### config.mk
export PLATFORM = sky130hd
export DESIGN_NAME = csv_field_tokenizer
export DESIGN_NICKNAME = d
export VERILOG_FILES = /design/src/design/csvt_pkg.sv /design/src/design/csv_field_tokenizer.sv
export SDC_FILE = /design/constraint.sdc
export NUM_CORES = 1
export LEC_CHECK = 0
export ABC_CLOCK_PERIOD_IN_PS = 11600
export BUFFER_PORTS_ARGS = -buffer_cell sky130_fd_sc_hd__buf_4
export CAP_MARGIN = 20
export CORE_MARGIN = 3
export CORE_UTILIZATION = 39
export CTS_CLUSTER_DIAMETER = 80
export CTS_CLUSTER_SIZE = 14
export DETAILED_ROUTE_END_ITERATION = 10
export GPL_TIMING_DRIVEN = 0
export HOLD_SLACK_MARGIN = 0.15
export PLACE_DENSITY = 0.5
export SETUP_SLACK_MARGIN = 0.3
export SLEW_MARGIN = 20
export SYNTH_ARGS = -nofsm -noshare
export SYNTH_HDL_FRONTEND = slang
export SYNTH_SLANG_ARGS = --single-unit
### constraint.sdc
create_clock -name clock -period 11.6 [get_ports clock]
set_clock_uncertainty 0.1 [all_clocks]
set_input_delay 0.58 -clock clock [delete_from_list [all_inputs] [get_ports clock]]
set_output_delay 0.58 -clock clock [all_outputs]
set_load 0.005 [all_outputs]
### src/design/csvt_pkg.sv
// Shared types, constants and helper functions of the CSV field tokenizer.
package csvt_pkg;

   localparam int FIELD_MAX_DEFAULT = 64;

   localparam logic FUNC_BYTE  = 1'b0;
   localparam logic FUNC_FLUSH = 1'b1;

   localparam logic [7:0] CHAR_NUL     = 8'h00;
   localparam logic [7:0] CHAR_NEWLINE = 8'h0A;
   localparam logic [7:0] CHAR_CR      = 8'h0D;
   localparam logic [7:0] CHAR_QUOTE   = 8'h22;
   localparam logic [7:0] CHAR_COMMA   = 8'h2C;

   localparam logic [1:0] KIND_SPACE = 2'd0;
   localparam logic [1:0] KIND_TAB   = 2'd1;
   localparam logic [1:0] KIND_VT    = 2'd2;
   localparam logic [1:0] KIND_FF    = 2'd3;

   typedef enum logic [1:0] {
      ST_IDLE,
      ST_SPACE,
      ST_BYTE
   } state_type;

   typedef struct packed {
      logic       is_space;
      logic [1:0] kind;
   } space_class_type;

   function automatic space_class_type classify_space(input logic [7:0] c);
      space_class_type r;
      r.is_space = 1'b1;
      r.kind     = KIND_SPACE;
      unique case (c)
         8'h20:   r.kind = KIND_SPACE;
         8'h09:   r.kind = KIND_TAB;
         8'h0B:   r.kind = KIND_VT;
         8'h0C:   r.kind = KIND_FF;
         default: r.is_space = 1'b0;
      endcase
      return r;
   endfunction

   function automatic logic [7:0] space_char(input logic [1:0] kind);
      logic [7:0] r;
      unique case (kind)
         KIND_SPACE: r = 8'h20;
         KIND_TAB:   r = 8'h09;
         KIND_VT:    r = 8'h0B;
         KIND_FF:    r = 8'h0C;
         default:    r = 8'h20;
      endcase
      return r;
   endfunction

endpackage

### src/design/csv_field_tokenizer.sv
// Top level of the streaming CSV field tokenizer.
//
// Requests carry req_func (0 = one text byte, 1 = end of data) and req_text_byte.
// Each request yields zero or more responses: dequoted, trimmed content bytes
// (rsp_has_byte) and field ends (rsp_field_end, with rsp_row_end on the last
// field of a row); rsp_last_of_step marks the final response of a request.
// A request that yields at most one response leaves the block idle, and its
// response appears in the output register on the next cycle; the next request
// may be taken in the same cycle as that response leaves.
// Whitespace after field content is held in a small synchronous memory and is
// only released by a later non-whitespace byte of the same field. A release
// of N held characters reads the memory once per character, the first read as
// the request is taken; req_stall stays high until the releasing byte is registered.
// Synchronous reset clears the line, quote and field state and empties the
// output register; the whitespace memory needs no clearing.
// While rsp_stall is high the output register holds its response, and the
// block stops taking requests or releasing held whitespace until it drains.
module csv_field_tokenizer #(
   parameter int FIELD_MAX = csvt_pkg::FIELD_MAX_DEFAULT
) (
   input  logic       clock,
   input  logic       reset,
   input  logic       req_valid,
   output logic       req_stall,
   input  logic       req_func,
   input  logic [7:0] req_text_byte,
   output logic       rsp_valid,
   input  logic       rsp_stall,
   output logic       rsp_has_byte,
   output logic [7:0] rsp_out_byte,
   output logic       rsp_field_end,
   output logic       rsp_row_end,
   output logic       rsp_last_of_step
);

   localparam int CNT_W = (FIELD_MAX > 2) ? $clog2(FIELD_MAX) : 1;
   localparam logic [CNT_W-1:0] STORE_LIMIT = CNT_W'(FIELD_MAX - 1);

   csvt_pkg::state_type state_ff, state_in;

   logic             in_quote_ff, in_quote_in;
   logic             quote_pending_ff, quote_pending_in;
   logic             line_stopped_ff, line_stopped_in;
   logic             line_nonempty_ff, line_nonempty_in;
   logic             leading_ff, leading_in;
   logic [CNT_W-1:0] stored_count_ff, stored_count_in;
   logic [CNT_W-1:0] pending_count_ff, pending_count_in;
   logic [CNT_W-1:0] idx_ff, idx_in;
   logic [7:0]       held_byte_ff, held_byte_in;

   logic             rsp_valid_ff, rsp_valid_in;
   logic             rsp_has_byte_ff, rsp_has_byte_in;
   logic [7:0]       rsp_out_byte_ff, rsp_out_byte_in;
   logic             rsp_field_end_ff, rsp_field_end_in;
   logic             rsp_row_end_ff, rsp_row_end_in;
   logic             rsp_last_ff, rsp_last_in;

   // Held whitespace kinds, one entry per held character of the open field.
   logic [1:0]       kind_mem [FIELD_MAX];
   logic [1:0]       rd_kind_ff;
   logic             mem_we;
   logic [CNT_W-1:0] mem_waddr;
   logic [1:0]       mem_wdata;
   logic             mem_re;
   logic [CNT_W-1:0] mem_raddr;

   logic             out_free;
   logic             accept;
   logic             store_en;
   logic [7:0]       store_char;
   logic             quote_now;
   csvt_pkg::space_class_type cls;

   assign out_free  = !rsp_valid_ff || !rsp_stall;
   assign req_stall = !(state_ff == csvt_pkg::ST_IDLE && out_free);
   assign accept    = req_valid && !req_stall;
   assign cls       = csvt_pkg::classify_space(store_char);

   always_ff @(posedge clock) begin
      if (mem_we) begin
         kind_mem[mem_waddr] <= mem_wdata;
      end
      if (mem_re) begin
         rd_kind_ff <= kind_mem[mem_raddr];
      end
   end

   always_ff @(posedge clock) begin
      if (reset) begin
         state_ff         <= csvt_pkg::ST_IDLE;
         in_quote_ff      <= 1'b0;
         quote_pending_ff <= 1'b0;
         line_stopped_ff  <= 1'b0;
         line_nonempty_ff <= 1'b0;
         leading_ff       <= 1'b1;
         stored_count_ff  <= '0;
         pending_count_ff <= '0;
         idx_ff           <= '0;
         rsp_valid_ff     <= 1'b0;
      end else begin
         state_ff         <= state_in;
         in_quote_ff      <= in_quote_in;
         quote_pending_ff <= quote_pending_in;
         line_stopped_ff  <= line_stopped_in;
         line_nonempty_ff <= line_nonempty_in;
         leading_ff       <= leading_in;
         stored_count_ff  <= stored_count_in;
         pending_count_ff <= pending_count_in;
         idx_ff           <= idx_in;
         rsp_valid_ff     <= rsp_valid_in;
      end
   end

   always_ff @(posedge clock) begin
      held_byte_ff     <= held_byte_in;
      rsp_has_byte_ff  <= rsp_has_byte_in;
      rsp_out_byte_ff  <= rsp_out_byte_in;
      rsp_field_end_ff <= rsp_field_end_in;
      rsp_row_end_ff   <= rsp_row_end_in;
      rsp_last_ff      <= rsp_last_in;
   end

   always_comb begin
      state_in         = state_ff;
      in_quote_in      = in_quote_ff;
      quote_pending_in = quote_pending_ff;
      line_stopped_in  = line_stopped_ff;
      line_nonempty_in = line_nonempty_ff;
      leading_in       = leading_ff;
      stored_count_in  = stored_count_ff;
      pending_count_in = pending_count_ff;
      idx_in           = idx_ff;
      held_byte_in     = held_byte_ff;

      rsp_valid_in     = rsp_valid_ff && rsp_stall;
      rsp_has_byte_in  = rsp_has_byte_ff;
      rsp_out_byte_in  = rsp_out_byte_ff;
      rsp_field_end_in = rsp_field_end_ff;
      rsp_row_end_in   = rsp_row_end_ff;
      rsp_last_in      = rsp_last_ff;

      mem_we    = 1'b0;
      mem_waddr = pending_count_ff;
      mem_wdata = cls.kind;
      mem_re    = 1'b0;
      mem_raddr = '0;

      store_en   = 1'b0;
      store_char = req_text_byte;
      quote_now  = in_quote_ff;

      unique case (state_ff)
         csvt_pkg::ST_IDLE: begin
            if (accept) begin
               if (req_func == csvt_pkg::FUNC_FLUSH ||
                   req_text_byte == csvt_pkg::CHAR_NEWLINE) begin
                  if (line_nonempty_ff) begin
                     rsp_valid_in     = 1'b1;
                     rsp_has_byte_in  = 1'b0;
                     rsp_out_byte_in  = '0;
                     rsp_field_end_in = 1'b1;
                     rsp_row_end_in   = 1'b1;
                     rsp_last_in      = 1'b1;
                  end
                  in_quote_in      = 1'b0;
                  quote_pending_in = 1'b0;
                  line_stopped_in  = 1'b0;
                  line_nonempty_in = 1'b0;
                  leading_in       = 1'b1;
                  stored_count_in  = '0;
                  pending_count_in = '0;
               end else if (!line_stopped_ff) begin
                  line_nonempty_in = 1'b1;
                  quote_pending_in = 1'b0;
                  if (quote_pending_ff && req_text_byte == csvt_pkg::CHAR_QUOTE) begin
                     // A doubled quote inside quotes is one literal quote.
                     store_en = 1'b1;
                  end else begin
                     if (quote_pending_ff) begin
                        quote_now   = 1'b0;
                        in_quote_in = 1'b0;
                     end
                     if (req_text_byte == csvt_pkg::CHAR_NUL ||
                         req_text_byte == csvt_pkg::CHAR_CR) begin
                        line_stopped_in = 1'b1;
                     end else if (req_text_byte == csvt_pkg::CHAR_QUOTE) begin
                        if (quote_now) begin
                           quote_pending_in = 1'b1;
                        end else begin
                           in_quote_in = 1'b1;
                        end
                     end else if (req_text_byte == csvt_pkg::CHAR_COMMA && !quote_now) begin
                        rsp_valid_in     = 1'b1;
                        rsp_has_byte_in  = 1'b0;
                        rsp_out_byte_in  = '0;
                        rsp_field_end_in = 1'b1;
                        rsp_row_end_in   = 1'b0;
                        rsp_last_in      = 1'b1;
                        leading_in       = 1'b1;
                        stored_count_in  = '0;
                        pending_count_in = '0;
                     end else begin
                        store_en = 1'b1;
                     end
                  end

                  if (store_en && stored_count_ff < STORE_LIMIT) begin
                     stored_count_in = stored_count_ff + 1'b1;
                     if (cls.is_space) begin
                        if (!leading_ff) begin
                           mem_we           = 1'b1;
                           pending_count_in = pending_count_ff + 1'b1;
                        end
                     end else begin
                        leading_in = 1'b0;
                        if (pending_count_ff != '0) begin
                           // Release held whitespace first, then this byte.
                           held_byte_in = store_char;
                           mem_re       = 1'b1;
                           mem_raddr    = '0;
                           idx_in       = '0;
                           state_in     = csvt_pkg::ST_SPACE;
                        end else begin
                           rsp_valid_in     = 1'b1;
                           rsp_has_byte_in  = 1'b1;
                           rsp_out_byte_in  = store_char;
                           rsp_field_end_in = 1'b0;
                           rsp_row_end_in   = 1'b0;
                           rsp_last_in      = 1'b1;
                        end
                     end
                  end
               end
            end
         end

         csvt_pkg::ST_SPACE: begin
            if (out_free) begin
               rsp_valid_in     = 1'b1;
               rsp_has_byte_in  = 1'b1;
               rsp_out_byte_in  = csvt_pkg::space_char(rd_kind_ff);
               rsp_field_end_in = 1'b0;
               rsp_row_end_in   = 1'b0;
               rsp_last_in      = 1'b0;
               if (idx_ff + 1'b1 == pending_count_ff) begin
                  state_in = csvt_pkg::ST_BYTE;
               end else begin
                  mem_re    = 1'b1;
                  mem_raddr = idx_ff + 1'b1;
                  idx_in    = idx_ff + 1'b1;
               end
            end
         end

         csvt_pkg::ST_BYTE: begin
            if (out_free) begin
               rsp_valid_in     = 1'b1;
               rsp_has_byte_in  = 1'b1;
               rsp_out_byte_in  = held_byte_ff;
               rsp_field_end_in = 1'b0;
               rsp_row_end_in   = 1'b0;
               rsp_last_in      = 1'b1;
               pending_count_in = '0;
               state_in         = csvt_pkg::ST_IDLE;
            end
         end

         default: begin
            state_in = csvt_pkg::ST_IDLE;
         end
      endcase
   end

   assign rsp_valid        = rsp_valid_ff;
   assign rsp_has_byte     = rsp_has_byte_ff;
   assign rsp_out_byte     = rsp_out_byte_ff;
   assign rsp_field_end    = rsp_field_end_ff;
   assign rsp_row_end      = rsp_row_end_ff;
   assign rsp_last_of_step = rsp_last_ff;

endmodule

==> flow_summary.json <==
{
  "critical_path_class": "reg -> reg",
  "grt_pass1_vias": 6147,
  "fin_tns_setup_ns": 0,
  "grt_pass1_wl_um": 36500,
  "holdCritPathClass": "in -> reg",
  "hold_buffers": 0,
  "synth-main-ff-cell": "edfxtp_1",
  "grtUsageTotal": 0.202,
  "fill_cells": 1965,
  "cp_num_buf_inv": 3,
  "cts.sinks": 176,
  "cpLargestDelayFamily": "buffers and inverters",
  "pin_count": 27,
  "grt.overflow.total": 0,
  "yosys.area.top_type": "edfxtp_1",
  "rsz0062_at_grt": "false",
  "cpPeakStageDelay_ns": 0.85,
  "yosys.area.top_type_share": 0.531,
  "clockBufferDepth": 2,
  "clkLatencyLatePin_ns": 0.44,
  "required_ns": 11.66,
  "critPathSlowestCell": "xor2_1",
  "yosysWarnings": 0,
  "cts.repair.resized": 0,
  "finalCritPeriodShare": 0.337,
  "antenna_found_initial": 1,
  "cts_buffers": 17,
  "die_area_um2": 23600,
  "slew_headroom": 0.241,
  "die_height_um": 154,
  "cap_violations": 0,
  "r2r_setup_slack_ns": 7.69,
  "p_leak_nw": 2.88,
  "cts_root_buf": "clkbuf_16",
  "hold_violations": 0,
  "num_rows": 53,
  "via_per_inst": 5.68,
  "end_kind": "register",
  "antenna_cells": 0,
  "yosysSeqAreaShare": 0.592,
  "cts_setup_buffers": 0,
  "nets": 796,
  "power_per_cell_area_nw_per_um2": 132,
  "routedWlPerCell_um": 22.1,
  "drive_gt1_frac": 0.167,
  "gp_congestion": 0.891,
  "worstPathCellList": "ha_1 -> clkbuf_2 -> xor2_1 -> buf_2 -> clkbuf_1 -> a211oi_1 -> a21oi_1 -> nor2_1 -> o41ai_1 -> o22ai_1",
  "cts_tree": "done",
  "synthDistinctLibCells": 77,
  "finalWirelength_um": 23400,
  "dr_total_vias": 6015,
  "h-tree-depth": 4,
  "die_w_um": 154,
  "firstDrtPassIters": 5,
  "core_area_um2": 21200,
  "synth_common_cells": "edfxtp_1 (150), nor2_1 (111), nand2_1 (63)",
  "ir_drop_v": 0.000102,
  "drtAntennaViolNets": 0,
  "synthArstFlopShare": 0,
  "start_kind": "register",
  "grt_max_degree": 26,
  "synth_area_per_cell_um2": 11.8,
  "tightest_slew_ns": 1.13,
  "setup_violations": 0,
  "drc": 0,
  "synth_fp_nets": 744,
  "drv_slew": 0,
  "start_util": 0.400,
  "yosysMostFrequentCell": "edfxtp_1",
  "area_delta_synth_final_pct": 14.5,
  "status": "finished clean",
  "syn_area_um2": 8490,
  "post-dp-hpwl_um": 16400,
  "drtIter0Drc": 556,
  "crit_path_max_fanout": 10,
  "fin_crit_ns": 3.91,
  "synth_edf_count": 150,
  "synth_area_leaders": "edfxtp_1 (53%), dfxtp_1 (6.1%), nor2_1 (4.9%)",
  "dpl.cell_count": 1027,
  "post_layout_nonfiller_instances": 1059,
  "synth-seq-cells": 176,
  "path_clk_slew_ns": 0.08,
  "max_freq_ghz": 0.255,
  "io_buffers": 26,
  "syn_inst": 719,
  "critPathArrivalTime_ns": 3.97
}
flip-flops by register name, indices dropped and copies added (netlist names):
name and cells:
leading_ff 1, mem_waddr 6, rd_kind_ff 2, in_quote_ff 1
held_byte_ff 8, quote_pending_ff 1, rsp_row_end 1, state_ff 2
line_stopped_ff 1, stored_count_ff 6, line_nonempty_ff 1, rsp_out_byte 8
rsp_field_end 1, rsp_has_byte 1, rsp_valid 1, kind_mem 128
idx_ff 6, rsp_last_of_step 1
cell type report:
class                   count  area, um2  area share
plain buffers              40        188      0.0193
well taps                 275        344      0.0354
flip-flops and latches    176       5020       0.517
clock inverters            15        145      0.0149
repair buffers             33        292      0.0300
clock buffers              17        425      0.0438
inverters                  14       52.6     0.00540
multi-input cells         489       3250       0.334
cells in the final DEF, fill, tap and decap left out, drive strengths merged, types with 6 or more instances in the layout:
| master | instances |
|---|---|
| buf | 53 |
| nand3 | 17 |
| nor4 | 9 |
| nor3 | 25 |
| or3 | 8 |
| o21ai | 36 |
| dfxtp | 26 |
| nand2 | 63 |
| nor2 | 112 |
| mux2i | 18 |
| edfxtp | 150 |
| a211oi | 8 |
| a21oi | 39 |
| o22ai | 8 |
| ha | 12 |
| xnor2 | 11 |
| a22o | 9 |
| nor3b | 6 |
| clkbuf | 37 |
| o31ai | 6 |
| inv | 23 |
| nand4 | 6 |
| mux4 | 15 |
path summary, 6_finish.rpt:
| kind | from | end | cells past startpoint |
|---|---|---|---|
| worst max-delay path | idx_ff[0] | rd_kind_ff[0] | 10 |
| worst min-delay path | req_text_byte[3] | held_byte_ff[3] | 1 |
| worst max register to register | idx_ff[0] | rd_kind_ff[0] | 10 |
| worst min register to register | idx_ff[1] | idx_ff[1] | 2 |
metal layers:
layer | vias to the layer above | wire [um] | global-route usage | part of all wire
li1 | 2810 | - | - | -
met5 | - | 0 | 0 | 0
met4 | 0 | 296 | 0.0475 | 0.013
met3 | 23 | 1460 | 0.0431 | 0.062
met2 | 178 | 11100 | 0.322 | 0.47
met1 | 3004 | 10600 | 0.286 | 0.45
per-stage QoR:
stage	power, mW	hold WS [ns]	util	cell area [um2]	setup slack, ns
6_report	1.28	0.236	0.458	9720	7.69
5_1_grt	1.33	0.213	0.458	9720	7.49
4_1_cts	1.29	0.218	0.458	9720	7.62
3_5_place_dp	0.737	0.384	0.431	9150	7.71
3_3_place_gp	0.735	0.367	0.426	9030	3.84
2_1_floorplan	0.720	0.359	-	8490	7.23
cells by family after synthesis:
| kind of cell | Yosys count | share of synthesized area |
|---|---|---|
| adders and majority gates | 12 | 0.0177 |
| xor gates and xnor gates | 19 | 0.0246 |
| and+or+nand+nor | 276 | 0.157 |
| AOI/OAI and AO/OA | 148 | 0.119 |
| muxes | 34 | 0.0623 |
| DFF | 176 | 0.592 |
| buffers and inverters | 54 | 0.0283 |
power breakdown:
group / leakage, nW / internal, mW / switching (mW) / total, mW
combinational: 1.25 / 0.0159 / 0.0220 / 0.0379
clock: 0.278 / 0.286 / 0.276 / 0.562
sequential: 1.34 / 0.682 / 0.00227 / 0.684
total: 2.88 / 0.984 / 0.300 / 1.28
Power figures use the tool's default switching activity.
